--- config.mk ---
export PLATFORM = sky130hd
export DESIGN_NAME = timed_phase_sequencer
export DESIGN_NICKNAME = d
export VERILOG_FILES = /design/src/rtl/tps_pkg.sv /design/src/rtl/tps_ctrl.sv /design/src/rtl/tps_dp.sv /design/src/rtl/timed_phase_sequencer.sv
export SDC_FILE = /design/constraint.sdc
export NUM_CORES = 1
export LEC_CHECK = 0
export ABC_AREA = 1
export BUFFER_PORTS_ARGS = -buffer_cell sky130_fd_sc_hd__buf_2
export CAP_MARGIN = 0
export CORE_ASPECT_RATIO = 1.5
export CORE_MARGIN = 5
export CORE_UTILIZATION = 45
export CTS_BUF_LIST = sky130_fd_sc_hd__clkbuf_8
export CTS_CLUSTER_SIZE = 8
export DETAILED_ROUTE_END_ITERATION = 7
export SLEW_MARGIN = 20
export SYNTH_ARGS = -nofsm -noshare
export SYNTH_HDL_FRONTEND = slang
export SYNTH_SLANG_ARGS = --single-unit
--- constraint.sdc ---
create_clock -name clk_i -period 9 [get_ports clk_i]
set_clock_uncertainty 0.05 [all_clocks]
set_input_delay 1.35 -clock clk_i [delete_from_list [all_inputs] [get_ports clk_i]]
set_output_delay 1.35 -clock clk_i [all_outputs]
set_load 0.02 [all_outputs]
--- src/rtl/tps_pkg.sv ---
// Shared constants and controller/datapath interface types of the timed phase sequencer.
`default_nettype none
package tps_pkg;

  localparam int NUM_PHASES = 8;
  localparam int DUR_W      = 24;
  localparam int CFG_IDX_W  = 4;
  localparam int IN_TIME_W  = 32;
  localparam int KIND_W     = 2;
  localparam int PHASE_W    = 3;
  localparam int PROG_W     = 17;
  localparam int ERR_W      = 2;
  localparam int PSTATE_W   = 4;

  // Event kinds.
  localparam logic [KIND_W-1:0] EV_START = 2'd0;
  localparam logic [KIND_W-1:0] EV_RUN   = 2'd1;
  localparam logic [KIND_W-1:0] EV_CLOSE = 2'd2;
  localparam logic [KIND_W-1:0] EV_ERROR = 2'd3;

  // Error codes.
  localparam logic [ERR_W-1:0] ERR_NONE        = 2'd0;
  localparam logic [ERR_W-1:0] ERR_RESTART     = 2'd1;
  localparam logic [ERR_W-1:0] ERR_NOT_STARTED = 2'd2;
  localparam logic [ERR_W-1:0] ERR_BACKWARDS   = 2'd3;

  // Phase state codes: newborn, first phase, ended.
  localparam logic [PSTATE_W-1:0] ST_NEWBORN = 4'd0;
  localparam logic [PSTATE_W-1:0] ST_FIRST   = 4'd1;
  localparam logic [PSTATE_W-1:0] ST_ENDED   = 4'd9;

  // Progress source of an emitted event.
  localparam logic [1:0] PROG_ZERO = 2'd0;
  localparam logic [1:0] PROG_FULL = 2'd1;
  localparam logic [1:0] PROG_QUOT = 2'd2;

  typedef struct packed {
    logic              latch;
    logic              emit;
    logic [KIND_W-1:0] kind;
    logic [ERR_W-1:0]  err;
    logic [1:0]        prog_sel;
    logic              last;
    logic              init;
    logic              advance;
    logic              div_load;
    logic              div_step;
  } tps_cmd_t;

  typedef struct packed {
    logic func;
    logic newborn;
    logic ended;
    logic t_lt_start;
    logic e_zero;
    logic e_lt_d;
    logic final_phase;
    logic div_done;
    logic out_free;
  } tps_sts_t;

endpackage
`default_nettype wire

--- src/rtl/tps_ctrl.sv ---
// Controller state machine of the timed phase sequencer.
`default_nettype none
module tps_ctrl
  import tps_pkg::*;
(
  input  wire logic     clk_i,
  input  wire logic     rst_ni,
  input  wire logic     in_valid_i,
  output logic          in_ready_o,
  input  wire tps_sts_t sts_i,
  output tps_cmd_t      cmd_o
);

  localparam logic [2:0] S_IDLE     = 3'd0;
  localparam logic [2:0] S_DISPATCH = 3'd1;
  localparam logic [2:0] S_EVAL     = 3'd2;
  localparam logic [2:0] S_DIV      = 3'd3;
  localparam logic [2:0] S_FRAC     = 3'd4;
  localparam logic [2:0] S_FULL     = 3'd5;
  localparam logic [2:0] S_CLOSE    = 3'd6;

  logic [2:0] state_q, state_d;
  logic       pend_q, pend_d;

  assign in_ready_o = (state_q == S_IDLE);

  always_comb begin
    state_d = state_q;
    pend_d  = pend_q;
    cmd_o   = '0;
    unique case (state_q)
      S_IDLE: begin
        if (in_valid_i) begin
          cmd_o.latch = 1'b1;
          state_d     = S_DISPATCH;
        end
      end
      S_DISPATCH: begin
        priority if (!sts_i.func) begin
          if (sts_i.out_free) begin
            cmd_o.emit = 1'b1;
            cmd_o.last = 1'b1;
            if (sts_i.newborn) begin
              cmd_o.kind = EV_START;
              cmd_o.init = 1'b1;
            end else begin
              cmd_o.kind = EV_ERROR;
              cmd_o.err  = ERR_RESTART;
            end
            state_d = S_IDLE;
          end
        end else if (sts_i.newborn) begin
          if (sts_i.out_free) begin
            cmd_o.emit = 1'b1;
            cmd_o.last = 1'b1;
            cmd_o.kind = EV_ERROR;
            cmd_o.err  = ERR_NOT_STARTED;
            state_d    = S_IDLE;
          end
        end else if (sts_i.ended) begin
          state_d = S_IDLE;
        end else if (sts_i.t_lt_start) begin
          if (sts_i.out_free) begin
            cmd_o.emit = 1'b1;
            cmd_o.last = 1'b1;
            cmd_o.kind = EV_ERROR;
            cmd_o.err  = ERR_BACKWARDS;
            state_d    = S_IDLE;
          end
        end else begin
          pend_d  = 1'b0;
          state_d = S_EVAL;
        end
      end
      S_EVAL: begin
        // A pending start event is last only if the new phase has no elapsed time.
        priority if (pend_q) begin
          if (sts_i.out_free) begin
            cmd_o.emit = 1'b1;
            cmd_o.kind = EV_START;
            cmd_o.last = sts_i.e_zero;
            pend_d     = 1'b0;
            if (sts_i.e_zero) begin
              state_d = S_IDLE;
            end
          end
        end else if (sts_i.e_zero) begin
          state_d = S_IDLE;
        end else if (sts_i.e_lt_d) begin
          cmd_o.div_load = 1'b1;
          state_d        = S_DIV;
        end else begin
          state_d = S_FULL;
        end
      end
      S_DIV: begin
        if (sts_i.div_done) begin
          state_d = S_FRAC;
        end else begin
          cmd_o.div_step = 1'b1;
        end
      end
      S_FRAC: begin
        if (sts_i.out_free) begin
          cmd_o.emit     = 1'b1;
          cmd_o.kind     = EV_RUN;
          cmd_o.prog_sel = PROG_QUOT;
          cmd_o.last     = 1'b1;
          state_d        = S_IDLE;
        end
      end
      S_FULL: begin
        if (sts_i.out_free) begin
          cmd_o.emit     = 1'b1;
          cmd_o.kind     = EV_RUN;
          cmd_o.prog_sel = PROG_FULL;
          state_d        = S_CLOSE;
        end
      end
      S_CLOSE: begin
        if (sts_i.out_free) begin
          cmd_o.emit    = 1'b1;
          cmd_o.kind    = EV_CLOSE;
          cmd_o.last    = sts_i.final_phase;
          cmd_o.advance = 1'b1;
          if (sts_i.final_phase) begin
            state_d = S_IDLE;
          end else begin
            pend_d  = 1'b1;
            state_d = S_EVAL;
          end
        end
      end
      default: begin
        state_d = S_IDLE;
      end
    endcase
  end

  always_ff @(posedge clk_i or negedge rst_ni) begin
    if (!rst_ni) begin
      state_q <= S_IDLE;
      pend_q  <= 1'b0;
    end else begin
      state_q <= state_d;
      pend_q  <= pend_d;
    end
  end

endmodule
`default_nettype wire

--- src/rtl/tps_dp.sv ---
// Datapath of the timed phase sequencer: durations, phase state, divider and output register.
`default_nettype none
module tps_dp
  import tps_pkg::*;
#(
  parameter int TIME_BITS = 32,
  parameter int FRAC_BITS = 16
) (
  input  wire logic                 clk_i,
  input  wire logic                 rst_ni,
  input  wire logic                 cfg_we_i,
  input  wire logic [CFG_IDX_W-1:0] cfg_idx_i,
  input  wire logic [DUR_W-1:0]     cfg_data_i,
  input  wire logic                 in_func_i,
  input  wire logic [IN_TIME_W-1:0] in_time_i,
  input  wire tps_cmd_t             cmd_i,
  output tps_sts_t                  sts_o,
  input  wire logic                 out_ready_i,
  output logic                      out_valid_o,
  output logic [KIND_W-1:0]         out_kind_o,
  output logic [PHASE_W-1:0]        out_phase_o,
  output logic [PROG_W-1:0]         out_prog_o,
  output logic [ERR_W-1:0]          out_err_o,
  output logic                      out_last_o
);

  localparam int CMP_W = (TIME_BITS > DUR_W) ? TIME_BITS : DUR_W;
  localparam int CNT_W = $clog2(FRAC_BITS + 1);
  localparam logic [FRAC_BITS:0] FULL = {1'b1, {FRAC_BITS{1'b0}}};

  logic [DUR_W-1:0]     dur_q [NUM_PHASES];
  logic [PSTATE_W-1:0]  pstate_q;
  logic [TIME_BITS-1:0] start_q;
  logic                 func_q;
  logic [TIME_BITS-1:0] time_q;
  logic [DUR_W-1:0]     rem_q;
  logic [DUR_W-1:0]     divisor_q;
  logic [FRAC_BITS-1:0] quo_q;
  logic [CNT_W-1:0]     cnt_q;
  logic                 out_valid_q;
  logic [KIND_W-1:0]    out_kind_q;
  logic [PHASE_W-1:0]   out_phase_q;
  logic [PROG_W-1:0]    out_prog_q;
  logic [ERR_W-1:0]     out_err_q;
  logic                 out_last_q;

  logic [PHASE_W-1:0]   phase_idx;
  logic [DUR_W-1:0]     cur_dur;
  logic [TIME_BITS-1:0] elapsed;
  logic [CMP_W-1:0]     e_ext, d_ext;
  logic [DUR_W:0]       rem_shift;
  logic                 div_ge;
  logic                 out_free;
  logic [PROG_W-1:0]    prog_sel;

  assign phase_idx = PHASE_W'(pstate_q - 4'd1);
  assign cur_dur   = dur_q[phase_idx];
  assign elapsed   = time_q - start_q;
  assign e_ext     = CMP_W'(elapsed);
  assign d_ext     = CMP_W'(cur_dur);
  assign rem_shift = {rem_q, 1'b0};
  assign div_ge    = rem_shift >= {1'b0, divisor_q};
  assign out_free  = !out_valid_q || out_ready_i;

  always_comb begin
    sts_o.func        = func_q;
    sts_o.newborn     = (pstate_q == ST_NEWBORN);
    sts_o.ended       = (pstate_q >= ST_ENDED);
    sts_o.t_lt_start  = (time_q < start_q);
    sts_o.e_zero      = (elapsed == '0);
    sts_o.e_lt_d      = (e_ext < d_ext);
    sts_o.final_phase = (phase_idx == PHASE_W'(NUM_PHASES - 1));
    sts_o.div_done    = (cnt_q == '0);
    sts_o.out_free    = out_free;
  end

  always_comb begin
    unique case (cmd_i.prog_sel)
      PROG_FULL: prog_sel = PROG_W'(FULL);
      PROG_QUOT: prog_sel = PROG_W'(quo_q);
      default:   prog_sel = '0;
    endcase
  end

  // Control state: durations, phase tracking, divider count, output valid.
  always_ff @(posedge clk_i or negedge rst_ni) begin
    if (!rst_ni) begin
      for (int i = 0; i < NUM_PHASES; i++) begin
        dur_q[i] <= '0;
      end
      pstate_q    <= ST_NEWBORN;
      start_q     <= '0;
      cnt_q       <= '0;
      out_valid_q <= 1'b0;
    end else begin
      if (cfg_we_i && !cfg_idx_i[CFG_IDX_W-1]) begin
        dur_q[cfg_idx_i[PHASE_W-1:0]] <= cfg_data_i;
      end
      if (cmd_i.init) begin
        start_q  <= time_q;
        pstate_q <= ST_FIRST;
      end else if (cmd_i.advance) begin
        start_q  <= start_q + TIME_BITS'(cur_dur);
        pstate_q <= sts_o.final_phase ? ST_ENDED : pstate_q + 4'd1;
      end
      if (cmd_i.div_load) begin
        cnt_q <= CNT_W'(FRAC_BITS);
      end else if (cmd_i.div_step) begin
        cnt_q <= cnt_q - 1'b1;
      end
      if (cmd_i.emit) begin
        out_valid_q <= 1'b1;
      end else if (out_ready_i) begin
        out_valid_q <= 1'b0;
      end
    end
  end

  // Payload: latched item, restoring divider, output fields.
  always_ff @(posedge clk_i) begin
    if (cmd_i.latch) begin
      func_q <= in_func_i;
      time_q <= TIME_BITS'(in_time_i);
    end
    if (cmd_i.div_load) begin
      rem_q     <= DUR_W'(e_ext);
      divisor_q <= cur_dur;
      quo_q     <= '0;
    end else if (cmd_i.div_step) begin
      rem_q <= div_ge ? DUR_W'(rem_shift - {1'b0, divisor_q}) : DUR_W'(rem_shift);
      quo_q <= {quo_q[FRAC_BITS-2:0], div_ge};
    end
    if (cmd_i.emit) begin
      out_kind_q  <= cmd_i.kind;
      out_phase_q <= (cmd_i.kind == EV_ERROR || cmd_i.init) ? '0 : phase_idx;
      out_prog_q  <= prog_sel;
      out_err_q   <= cmd_i.err;
      out_last_q  <= cmd_i.last;
    end
  end

  assign out_valid_o = out_valid_q;
  assign out_kind_o  = out_kind_q;
  assign out_phase_o = out_phase_q;
  assign out_prog_o  = out_prog_q;
  assign out_err_o   = out_err_q;
  assign out_last_o  = out_last_q;

endmodule
`default_nettype wire

--- src/rtl/timed_phase_sequencer.sv ---
// Timed phase sequencer top level: stream ports, configuration port, controller and datapath.
// A start or error item is settled in the dispatch state; its beat is loaded once the output register is free.
// Each crossed boundary passes the full, close and evaluate states (run, close and start beats and a new
// evaluation); a partly elapsed phase adds the bit-serial progress divider and the fraction state.
// Throughput: one item at a time; the next item is taken once the previous one's beats are queued.
// Reset: asynchronous, active low; durations clear to zero and the sequencer returns to newborn.
`default_nettype none
module timed_phase_sequencer
  import tps_pkg::*;
#(
  parameter int TIME_BITS = 32,
  parameter int FRAC_BITS = 16
) (
  input  wire logic                 clk_i,
  input  wire logic                 rst_ni,
  // Configuration write port; index i (0 to 7) selects the duration of phase i; higher indices are ignored.
  input  wire logic                 cfg_we_i,
  input  wire logic [CFG_IDX_W-1:0] cfg_idx_i,
  input  wire logic [DUR_W-1:0]     cfg_data_i,
  // Input stream.
  input  wire logic                 s_axis_tvalid,
  output logic                      s_axis_tready,
  input  wire logic [31:0]          s_axis_tdata,   // [31:0] current_time
  input  wire logic [0:0]           s_axis_tuser,   // [0] func
  // Output stream.
  output logic                      m_axis_tvalid,
  input  wire logic                 m_axis_tready,
  output logic [23:0]               m_axis_tdata,   // [2:0] phase_index, [19:3] progress,
                                                    // [21:20] err_code, [23:22] zero
  output logic [1:0]                m_axis_tuser,   // [1:0] event_kind
  output logic                      m_axis_tlast
);

  // The controller holds only its state and walks one event at a time; the datapath holds the rest of
  // the stored state and the single output register, so the next event is prepared while a beat waits downstream.
  tps_cmd_t           cmd;
  tps_sts_t           sts;
  logic [PHASE_W-1:0] out_phase;
  logic [PROG_W-1:0]  out_prog;
  logic [ERR_W-1:0]   out_err;

  tps_ctrl u_ctrl (
    .clk_i      (clk_i),
    .rst_ni     (rst_ni),
    .in_valid_i (s_axis_tvalid),
    .in_ready_o (s_axis_tready),
    .sts_i      (sts),
    .cmd_o      (cmd)
  );

  tps_dp #(
    .TIME_BITS (TIME_BITS),
    .FRAC_BITS (FRAC_BITS)
  ) u_dp (
    .clk_i       (clk_i),
    .rst_ni      (rst_ni),
    .cfg_we_i    (cfg_we_i),
    .cfg_idx_i   (cfg_idx_i),
    .cfg_data_i  (cfg_data_i),
    .in_func_i   (s_axis_tuser[0]),
    .in_time_i   (s_axis_tdata),
    .cmd_i       (cmd),
    .sts_o       (sts),
    .out_ready_i (m_axis_tready),
    .out_valid_o (m_axis_tvalid),
    .out_kind_o  (m_axis_tuser),
    .out_phase_o (out_phase),
    .out_prog_o  (out_prog),
    .out_err_o   (out_err),
    .out_last_o  (m_axis_tlast)
  );

  assign m_axis_tdata = {2'b00, out_err, out_prog, out_phase};

  // An error always ends the beats of its item.
  a_err_last : assert property (@(posedge clk_i) disable iff (!rst_ni)
    (m_axis_tvalid && m_axis_tuser == EV_ERROR) |-> m_axis_tlast)
    else $error("error beat without tlast");

  // Only run events carry progress.
  a_prog_run : assert property (@(posedge clk_i) disable iff (!rst_ni)
    (m_axis_tvalid && m_axis_tuser != EV_RUN) |-> (out_prog == '0))
    else $error("progress on a non-run beat");

  // After taking an item the sequencer is not ready in the following cycle.
  a_busy_after_accept : assert property (@(posedge clk_i) disable iff (!rst_ni)
    (s_axis_tvalid && s_axis_tready) |=> !s_axis_tready)
    else $error("input taken twice in a row");

  // Error beats concern no phase and carry an error code.
  a_err_fields : assert property (@(posedge clk_i) disable iff (!rst_ni)
    (m_axis_tvalid && m_axis_tuser == EV_ERROR) |-> (out_phase == '0 && out_err != ERR_NONE))
    else $error("malformed error beat");

endmodule
`default_nettype wire
==> qor.yml, run 1 <==
ys.flop_type: "dfrtp_1"
synth_cell_type_count: 50
synth-seq-cells: 360
worstSetupStartpointType: "flop"
r2r-start: "u_dp.pstate_q[0]$_DFFE_PN0P_"
postCtsSetupRepairBufs: 0
gp_routability_congestion: 0.9417
dieWidth_um: 189.0
crit_arrival_ns: 6.40
h-tree-depth: 2
power.ir.vdd_worst_mv: 0.1671
synth_simple_gate_area_share_pct: 21.09
die-area_um2: 52660
fp.dieH_um: 278.6
grt_pass1_vias: 19091
crit_fanout: 49
critPathKind: "flop to flop"
p_leak_uw: 0.01150
yosysWarningCount: 0
clkTransAtPathRegs_ns: 0.06
worst_pin_slew_ns: 1.010
numCtsBuffers: 57
grt_pass1_wl_um: 101200
syn_inst: 2877
syn_to_final_growth_pct: 9.610
io_pins: 95
antenna_found_initial: 1
fin_ws_ns: 2.799
clk_latency_ns: 0.65
yosys.area.top_type: "dfrtp_1"
hold_end: "u_dp.dur_q[150]$_DFFE_PN0P_"
finalNetCount: 3119
r2r_slack_ns: 2.80
dr.pass1.iters: 5
slew_headroom_pct: 32.63
start_util_pct: 45.36
rsz0062_at_grt: "no"
clock-root-buffer: "clkbuf_8"
multi_input_area_um2: 10200
power_density_nw_per_um2: 418.1
final_util_pct: 49.72
post-route-period-util_pct: 68.90
first_iter_violations: 1079
io_buffers: 92
ys_seq_area_share_pct: 43.71
worstReg2RegEnd: "u_dp.rem_q[4]$_DFFE_PP_"
cts_buffer_depth: 3
finalWirelength_um: 63280
num_rows: 98
fill_cells: 4735
avgViaCountPerCell: 5.303
synth-compound-area-share_pct: 17.38
tritoncts: "done"
seq_area_um2: 9459
reg2reg_depth: 18
maxSlewViolCount: 0
track_usage_pct: 23.86
synth_xor_area_share_pct: 1.781
timing.hold.ws_ns: 0.4281
worstHoldPathType: "flop to flop"
final-hold-violation-count: 0
end_kind: "flop"
avgSynthCellArea_um2: 7.521
vias: 18997
grt_max_degree: 127
hold_depth: 2
stdcell_area_um2: 23720
yosysTopAreaCellShare_pct: 27.52
synthMuxAreaShare_pct: 0
place_area_um2: 22600
synth_edf_count: 106
max_cap_viol_count: 0
hpwlAfterDp_um: 46590
drc: 0
period_needed_ns: 6.201
outcome: "finished clean"
post_route_cells_drive_above_1_share_pct: 7.347
timing.fmax_mhz: 161.3
synth_fa_ha_area_share_pct: 6.696
synth_top_family_by_area: "simple AND/OR/NAND/NOR gates"
syn-cell-area_um2: 21640
worstHoldStart: "u_dp.dur_q[150]$_DFFE_PN0P_"
ant_nets: 0
cp.required_ns: 9.20
cts_resized: 0
coreArea_um2: 47700
tns_ns: 0
grt.overflow.total: 0
setup_viol: 0
synthTopCellsByArea: "dfrtp_1, edfxtp_1, nand2_1, o21ai_0, inv_1"
detail_route.wl_per_cell_um: 17.67
synthArstFlopShare_pct: 66.11
cts_hold_buf: 0
numClockSinks: 360
dp_slack_ns: 2.801
==> sequential cells by signal, indices dropped and copies added (netlist names) <==
| signal | count |
|---|---|
| u_dp.dur_q | 192 |
| u_dp.start_q | 32 |
| u_dp.time_q | 32 |
| u_dp.divisor_q | 24 |
| u_dp.rem_q | 24 |
| u_dp.out_prog_o | 17 |
| u_dp.quo_q | 16 |
| u_dp.cnt_q | 5 |
| u_dp.pstate_q | 4 |
| u_ctrl.state_q | 3 |
| u_dp.out_phase_o | 3 |
| u_dp.out_err_o | 2 |
| u_dp.out_kind_o | 2 |
| u_ctrl.pend_q | 1 |
| u_dp.func_q | 1 |
| u_dp.out_last_o | 1 |
| u_dp.out_valid_o | 1 |
==> stage by stage <==
step                instances  total power [µW]
floorplan                2878              6706
global placement         3479              8442
detailed placement       3479              8543
CTS                      3580              9946
global route             3582             10860
finish                   3582              9917
==> cell families (layout without fill, tap and decap cells) <==
kind of cell               after synthesis  after routing
buffers and inverters                  526            629
DFF                                    360            360
other                                    1              3
AOI/OAI and AO/OA                      714            714
xor gates and xnor gates                44             44
and+or+nand+nor                       1118           1118
adders and majority gates              114            114
==> report_power, final <==
group / leakage [µW] / total [µW] / internal (µW) / switching, µW
Combinational: 0.00675 / 6190 / 1980 / 4210
Clock: 0.000664 / 1360 / 691 / 668
Sequential: 0.00408 / 2370 / 2160 / 210
==> worst max-delay path, cell delays in order, from the launching register on <==
cell	delay [ns]
dfrtp_1	0.37
clkinv_2	0.45
ha_1	0.52
buf_4	0.50
o21ai_0	0.16
o21ai_0	0.17
inv_1	0.05
o21ai_0	0.62
inv_1	0.11
ha_1	0.34
nand2_1	0.07
inv_1	0.05
nand3_1	0.06
a31oi_1	0.08
a2111oi_0	0.63
nand2_1	0.28
nor2_4	0.19
nand2_4	0.24
nand2_1	0.81
==> how the worst max path moves through the flow <==
stage	from	end	depth (start not counted)
CTS	u_dp.pstate_q[0]$_DFFE_PN0P_	u_dp.rem_q[1]$_DFFE_PP_	18
global placement	u_dp.pstate_q[0]$_DFFE_PN0P_	u_dp.divisor_q[20]$_DFFE_PP_	18
finish	u_dp.pstate_q[0]$_DFFE_PN0P_	u_dp.rem_q[4]$_DFFE_PP_	18
detailed placement	u_dp.pstate_q[0]$_DFFE_PN0P_	u_dp.rem_q[1]$_DFFE_PP_	18
floorplan	u_dp.pstate_q[0]$_DFFE_PN0P_	u_dp.rem_q[0]$_DFFE_PP_	25
global route	u_dp.pstate_q[0]$_DFFE_PN0P_	u_dp.rem_q[4]$_DFFE_PP_	18
==> layout by cell type, fill, tap and decap left out, drive strengths merged, types with 9 or more instances in the layout <==
master / Yosys / routed
inv: 416 / 446
nand4: 15 / 15
o22ai: 22 / 22
o211ai: 12 / 12
a21oi: 157 / 157
nor3: 45 / 45
clkbuf: 88 / 62
nand3: 91 / 91
nand3b: 9 / 9
dfxtp: 16 / 16
o21bai: 13 / 13
nand2: 730 / 730
edfxtp: 106 / 106
buf: 21 / 111
nor2: 214 / 214
xor2: 25 / 25
dfrtp: 238 / 238
ha: 111 / 111
o21ai: 477 / 477
xnor2: 19 / 19
==> synth_stat cells (3+ instances only) <==
master and instances:
inv_2 5, nand3_2 3, buf_2 10, and2_1 4, fa_1 3, nor2_1 207, a21oi_1 155, o21ai_0 474
nor2_4 4, edfxtp_1 106, or2_2 3, a31oi_1 6, nand2_2 8, nand3b_1 9, nand3_1 88, nand2_1 721
nand4_1 15, a211oi_1 5, o21bai_1 13, buf_4 3, dfxtp_1 16, clkbuf_1 88, dfrtp_1 238, a21o_1 7
buf_1 6, xnor2_1 19, nor3_1 43, o21a_1 4, nor2_2 3, a21boi_0 3, xor2_1 25, o21ai_1 3
o22ai_1 22, nor4_1 6, o211ai_1 12, ha_1 111, inv_1 411
==> per-layer routing <==
layer / track usage (%) / wire [µm] / vias to the layer above
met2: 43.05 / 31970 / 418
li1: - / - / 9512
met4: 9.964 / 2879 / 0
met3: 2.183 / 2091 / 130
met1: 29.13 / 26330 / 8937
met5: 0 / 0 / -
==> final cells by class <==
cell class | instances | area share, %
Sequential cell | 360 | 39.88
Tap cell | 600 | 3.165
Timing Repair Buffer | 111 | 2.722
Clock buffer | 62 | 3.598
Inverter | 417 | 6.615
Antenna cell | 1 | 0.01055
Multi-Input combinational cell | 1992 | 43.03
Clock inverter | 39 | 0.9812
No activity file was read; power rests on OpenSTA's default activity.
==> run 2, diff against run 1 <==
- clock period: 9 -> 6 ns (I/O delays scaled with it)
==> run 2 against run 1 <==
  * Design area rose by 0.70%
  * Flip-flop and latch count unchanged
  * Largest power group unchanged
  * Highest routed layer unchanged
  * Setup slack worse by 1.7 ns
  * Utilization is 0.35 points higher
  * Total power grew 54%
  * Critical path type unchanged
  * Global-route usage grew 0.098 points
  * Critical endpoint is now u_dp.divisor_q[0]$_DFFE_PP_
  * Routed wire length up 0.66%
  * Die area unchanged
==> qor.yml, run 2 (synthesized netlist as in run 1, its figures left out) <==
post-route-period-util_pct: 81.56
met1_usage_pct: 27.94
antenna_found_initial: 1
numCtsBuffers: 59
clkTransAtPathRegs_ns: 0.08
cts_hold_buf: 0
post_route_cells_drive_above_1_share_pct: 7.808
clk_latency_ns: 0.64
final_common_cell: "nand2_1"
clockPowerShare_pct: 13.9
grt_pass1_wl_um: 101800
power_density_nw_per_um2: 638.2
busiest_layer: "met2"
h-tree-depth: 2
num_rows: 98
slowest_delay_ns: 0.42
first_iter_violations: 1222
reg.largest.list: "u_dp.dur_q x192, u_dp.start_q x32, u_dp.time_q x32"
hpwlAfterDp_um: 46990
p_leak_uw: 0.01159
finalNetCount: 3133
cp_common_cell: "nand2_1"
fp.dieH_um: 278.6
clock-root-buffer: "clkbuf_8"
largest_reg_flops: 192
worstSetupStartpointType: "flop"
pwr-share-comb_pct: 63.0
final-hold-violation-count: 0
tns_ns: 0
finalWirelength_um: 63700
numClockSinks: 360
switchingPower_uw: 7799
maxSlewViolCount: 0
io_pins: 95
sw_frac_of_total_pct: 51.16
cts_buffer_depth: 3
rsz0062_at_grt: "no"
ant_nets: 0
max_cap_viol_count: 0
dr.pass1.iters: 5
cp.required_ns: 6.28
drc: 0
grt_max_degree: 164
end_kind: "flop"
grt.overflow.total: 0
io_buffers: 92
cts_resized: 0
postCtsSetupRepairBufs: 0
grt_pass1_vias: 19149
die-area_um2: 52660
crit_fanout: 145
p_int_uw: 7445
worst_pin_slew_ns: 0.9728
outcome: "finished clean"
final_util_pct: 50.07
timing.fmax_mhz: 204.3
start_util_pct: 45.36
crit_arrival_ns: 5.17
use_met3_pct: 2.923
gp_routability_congestion: 1.004
power.ir.vdd_worst_mv: 0.5660
critPathKind: "flop to flop"
setup_viol: 0
track_usage_pct: 23.95
final_cell_mix: "nand2_1, o21ai_0, inv_1"
slew_headroom_pct: 35.14
grtUsageMet2_pct: 43.83
detail_route.wl_per_cell_um: 17.70
seq_power_share_pct: 23.2
worstHoldPathType: "input port to asynchronous set/reset pin"
worstPathCellList: "clkinv_2, buf_12, ha_1, xor2_4, buf_12, nand2_1, o21ai_0, buf_4, inv_1, ha_1, nand2_1, nand2_1, nand2_1, nand2_1, nand2_1, nand2_1, nand2_1, nand2_1, nand2_1, nand2_1, nor2_4, nand2_4, inv_2, buf_12"
top_register: "u_dp.dur_q"
tritoncts: "done"
syn_to_final_growth_pct: 10.38
avgViaCountPerCell: 5.334
crit_slowest_cell: "inv_2"
period_needed_ns: 4.894
vias: 19198
coreArea_um2: 47700
dieWidth_um: 189.0
[run 2: final cells by class]
class | instances | area [µm²]
Antenna cell | 2 | 5.005
Inverter | 417 | 1567
Clock buffer | 64 | 880.8
Tap cell | 600 | 750.7
Multi-Input combinational cell | 1992 | 10200
Timing Repair Buffer | 123 | 765.7
Clock inverter | 41 | 251.5
Sequential cell | 360 | 9459
Fill cell | 4739 | 23810
[run 2: critical path: cells and delay by family, from the launching register on]
kind                     cells  cell delay, ns
AO/OA/AOI/OAI                1            0.17
XOR/XNOR                     1            0.40
adder cells (fa/ha/maj)      2            0.69
buffers and inverters        7            1.66
flip-flops                   1            0.39
AND/OR/NAND/NOR             13            1.20
[run 2: final timing paths]
check	start	to	slack (ns)	cells past startpoint
setup / recovery	u_dp.pstate_q[0]$_DFFE_PN0P_	u_dp.divisor_q[0]$_DFFE_PP_	1.11	24
hold / removal	rst_ni	u_dp.start_q[1]$_DFFE_PN0P_	0.16	1
setup reg to reg	u_dp.pstate_q[0]$_DFFE_PN0P_	u_dp.divisor_q[0]$_DFFE_PP_	1.11	24
hold reg to reg	u_dp.dur_q[30]$_DFFE_PN0P_	u_dp.dur_q[30]$_DFFE_PN0P_	0.43	2
max in group asynchronous	rst_ni	u_dp.dur_q[56]$_DFFE_PN0P_	4.39	2
min in group clk_i	s_axis_tdata[17]	u_dp.time_q[17]$_DFFE_PP_	0.38	1
[run 2: power groups by stage]
stage | Clock, µW | Sequential, µW | Combinational (µW)
6_report | 2110 | 3540 | 9600
5_1_grt | 2290 | 3590 | 10700
4_1_cts | 2180 | 3530 | 9520
2_1_floorplan | 0 | 3600 | 6460
3_5_place_dp | 0 | 3570 | 9490
3_3_place_gp | 0 | 3560 | 9340
[run 2: routing by layer]
layer | wire length, µm | up-vias
li1 | - | 9535
met1 | 25580 | 9023
met2 | 32550 | 490
met3 | 2466 | 150
met4 | 3103 | 0
met5 | 0 | -
[run 2: metrics by stage]
stage	area (µm²)	setup WS, ns	power (µW)	hold slack, ns	instances
global route	23880	0.7278	16610	0.2037	3598
global placement	22740	1.115	12900	0.4094	3492
finish	23880	1.106	15240	0.1635	3599
floorplan	21640	0.9291	10060	0.3978	2878
CTS	23880	0.9955	15230	0.1824	3597
detailed placement	22740	1.032	13060	0.4177	3492
==> run 3, diff against run 2 <==
- ABC_AREA: 1 -> 0
- clock period: 6 -> 4.7 ns (I/O delays scaled with it)
==> run 3 against run 2 <==
  * The run now ends with setup timing left
  * Utilization up 4.3 points
  * Total power up 30%
  * Maximum frequency down 0.35%
  * Register-to-register slack worse by 1.3 ns
  * Critical path type unchanged
==> qor.yml, run 3 <==
outcome: "finished, violations left"
failed_checks: "setup timing"
max_cap_viol_count: 0
yosysTopAreaCellShare_pct: 28.63
dpl.cell_count: 2632
io_pins: 95
rsz0062_at_grt: "yes"
ant_nets: 0
clkTransAtPathRegs_ns: 0.07
final_util_pct: 54.37
avgViaCountPerCell: 5.713
first_iter_violations: 705
r2r_slack_ns: -0.21
power.ir.vdd_worst_mv: 0.3631
dr.pass1.iters: 5
clock-root-buffer: "clkbuf_8"
worstPathCellList: "ha_4, nor2b_4, o31a_4, or4_4, a211oi_4, a211oi_2, or3_4, and2_4, ha_4, and3_4, a221oi_2, o21ai_1, a21oi_1, o21ai_1, o22ai_2, nand2_1, nor4_4, buf_6, buf_12, or2_4, clkbuf_16"
final-hold-violation-count: 0
worst_pin_slew_ns: 1.201
antenna_found_initial: 2
die-area_um2: 50720
io_buffers: 92
drc: 0
grtUsageMet2_pct: 40.42
finalNetCount: 2306
avgSynthCellArea_um2: 11.26
fin_ws_ns: -0.2110
gp_routability_congestion: 0.9605
critPathKind: "flop to flop"
place_area_um2: 23320
met1_usage_pct: 25.76
use_met3_pct: 3.430
top_register: "u_dp.dur_q"
end_kind: "flop"
synth_cell_type_count: 84
vias: 15744
syn_to_final_growth_pct: 19.61
power_density_nw_per_um2: 799.2
synthTopCellsByArea: "dfrtp_1, edfxtp_1, mux2_2, ha_1, mux4_2"
ys_seq_area_share_pct: 45.47
worstReg2RegEnd: "u_dp.rem_q[6]$_DFFE_PP_"
grt.overflow.total: 0
yosys-top-cells-count: "dfrtp_1, mux2_2, inv_1"
largest_reg_flops: 192
timing.fmax_mhz: 203.6
busiest_layer: "met2"
synth-seq-cells: 360
final_cell_mix: "dfrtp_1, mux2_2, buf_4"
track_usage_pct: 22.47
h-tree-depth: 2
hold_end: "u_dp.time_q[23]$_DFFE_PP_"
yosys.area.top_type: "dfrtp_1"
grt_max_degree: 129
yosysWarningCount: 0
numClockSinks: 360
final_common_cell: "dfrtp_1"
hold_depth: 1
hpwlAfterDp_um: 41980
grt_pass1_wl_um: 89080
p_leak_uw: 0.01106
ys.flop_type: "dfrtp_1"
detail_route.wl_per_cell_um: 20.97
slew_headroom_pct: 19.75
tritoncts: "done"
dieWidth_um: 185.6
worstHoldStart: "s_axis_tdata[23]"
crit_fanout: 8
period_needed_ns: 4.911
worstSetupStartpointType: "flop"
maxSlewViolCount: 0
stdcell_area_um2: 24880
coreArea_um2: 45760
timing.hold.ws_ns: 0.1732
instances_no_fill: 2756
num_rows: 96
numCtsBuffers: 57
start_util_pct: 45.46
crit_slowest_cell: "or4_4"
syn_inst: 1848
cp.required_ns: 5.03
fp.dieH_um: 273.3
r2r-start: "u_dp.time_q[1]$_DFFE_PP_"
reg2reg_depth: 21
finalWirelength_um: 57780
tns_ns: -8.502
syn-cell-area_um2: 20800
clk_latency_ns: 0.65
synth_edf_count: 106
synthArstFlopShare_pct: 66.11
post_route_cells_drive_above_1_share_pct: 32.32
setup_viol: 68
post-route-period-util_pct: 104.5
crit_arrival_ns: 5.24
worstHoldPathType: "input port to flop"
grt_pass1_vias: 16155
synth.most_common_cell: "dfrtp_1"
slowest_delay_ns: 0.44
reg.largest.list: "u_dp.dur_q x192, u_dp.start_q x32, u_dp.time_q x32"
cts_buffer_depth: 3
run 3: how the worst max path moves through the flow:
stage | from | to | slack, ns | cells after the start
after global placement | u_dp.time_q[0]$_DFFE_PP_ | u_dp.rem_q[0]$_DFFE_PP_ | -0.11 | 21
final | u_dp.time_q[1]$_DFFE_PP_ | u_dp.rem_q[6]$_DFFE_PP_ | -0.21 | 21
after detailed placement | u_dp.time_q[1]$_DFFE_PP_ | u_dp.rem_q[1]$_DFFE_PP_ | -0.19 | 20
after floorplan | u_dp.start_q[1]$_DFFE_PN0P_ | u_dp.rem_q[0]$_DFFE_PP_ | -0.20 | 20
after CTS | u_dp.time_q[1]$_DFFE_PP_ | u_dp.rem_q[7]$_DFFE_PP_ | -0.11 | 21
after global routing | u_dp.time_q[1]$_DFFE_PP_ | u_dp.rem_q[20]$_DFFE_PP_ | -0.37 | 22
run 3: cell families (layout without fill, tap and decap cells):
kind of cell | Yosys count | after routing | share of synthesized area (%)
AOI/OAI and AO/OA | 385 | 385 | 12.14
xor gates and xnor gates | 59 | 59 | 2.484
adders and majority gates | 114 | 114 | 6.965
buffers and inverters | 201 | 518 | 3.687
DFF | 360 | 360 | 45.47
muxes | 307 | 307 | 18.92
other | 1 | 4 | 0.01803
and+or+nand+nor | 421 | 421 | 10.33
run 3: worst max-delay path, delay by kind of cell (launching register included):
kind            cells  cell delay (ns)
simple gates        8             1.79
compound gates      8             1.39
fa+ha+maj           2             0.49
buf+inv             3             0.49
flops               1             0.43
run 3: report_power, final:
group          total, µW  switching, µW  internal (µW)
Combinational      12800           6840           5950
Clock               2480           1250           1230
Sequential          4620            467           4150
Total              19900           8560          11300
run 3: repair_timing:
action	CTS	global route
endpoints found under the setup margin	73	109
cloned	2	6
hold buffers	0	1
setup buffers	3	12
resized for setup	8	46
pin swaps	6	20
hold endpoints to repair	0	32
run 3: layout make-up:
cell class | count | area [µm²]
well taps | 588 | 735.7
diodes | 2 | 5.005
repair buffers | 297 | 2320
clock buffers | 63 | 867.1
inverters | 122 | 457.9
fillers | 4003 | 20880
clock inverters | 36 | 165.2
multi-input cells | 1288 | 10870
flip-flops and latches | 360 | 9463
run 3: routing by layer:
layer	share of wire, %	vias up
met5	0.022	-
met4	5.6	2
met3	3.8	147
met2	53	359
met1	38	7877
li1	-	7359
run 3: metrics by stage:
| stage | power [µW] | worst slack, ns |
|---|---|---|
| after floorplan | 11820 | -0.2001 |
| after global routing | 21260 | -0.3737 |
| after detailed placement | 17100 | -0.1869 |
| after CTS | 19800 | -0.1138 |
| after global placement | 16860 | -0.1093 |
| final | 19890 | -0.2110 |
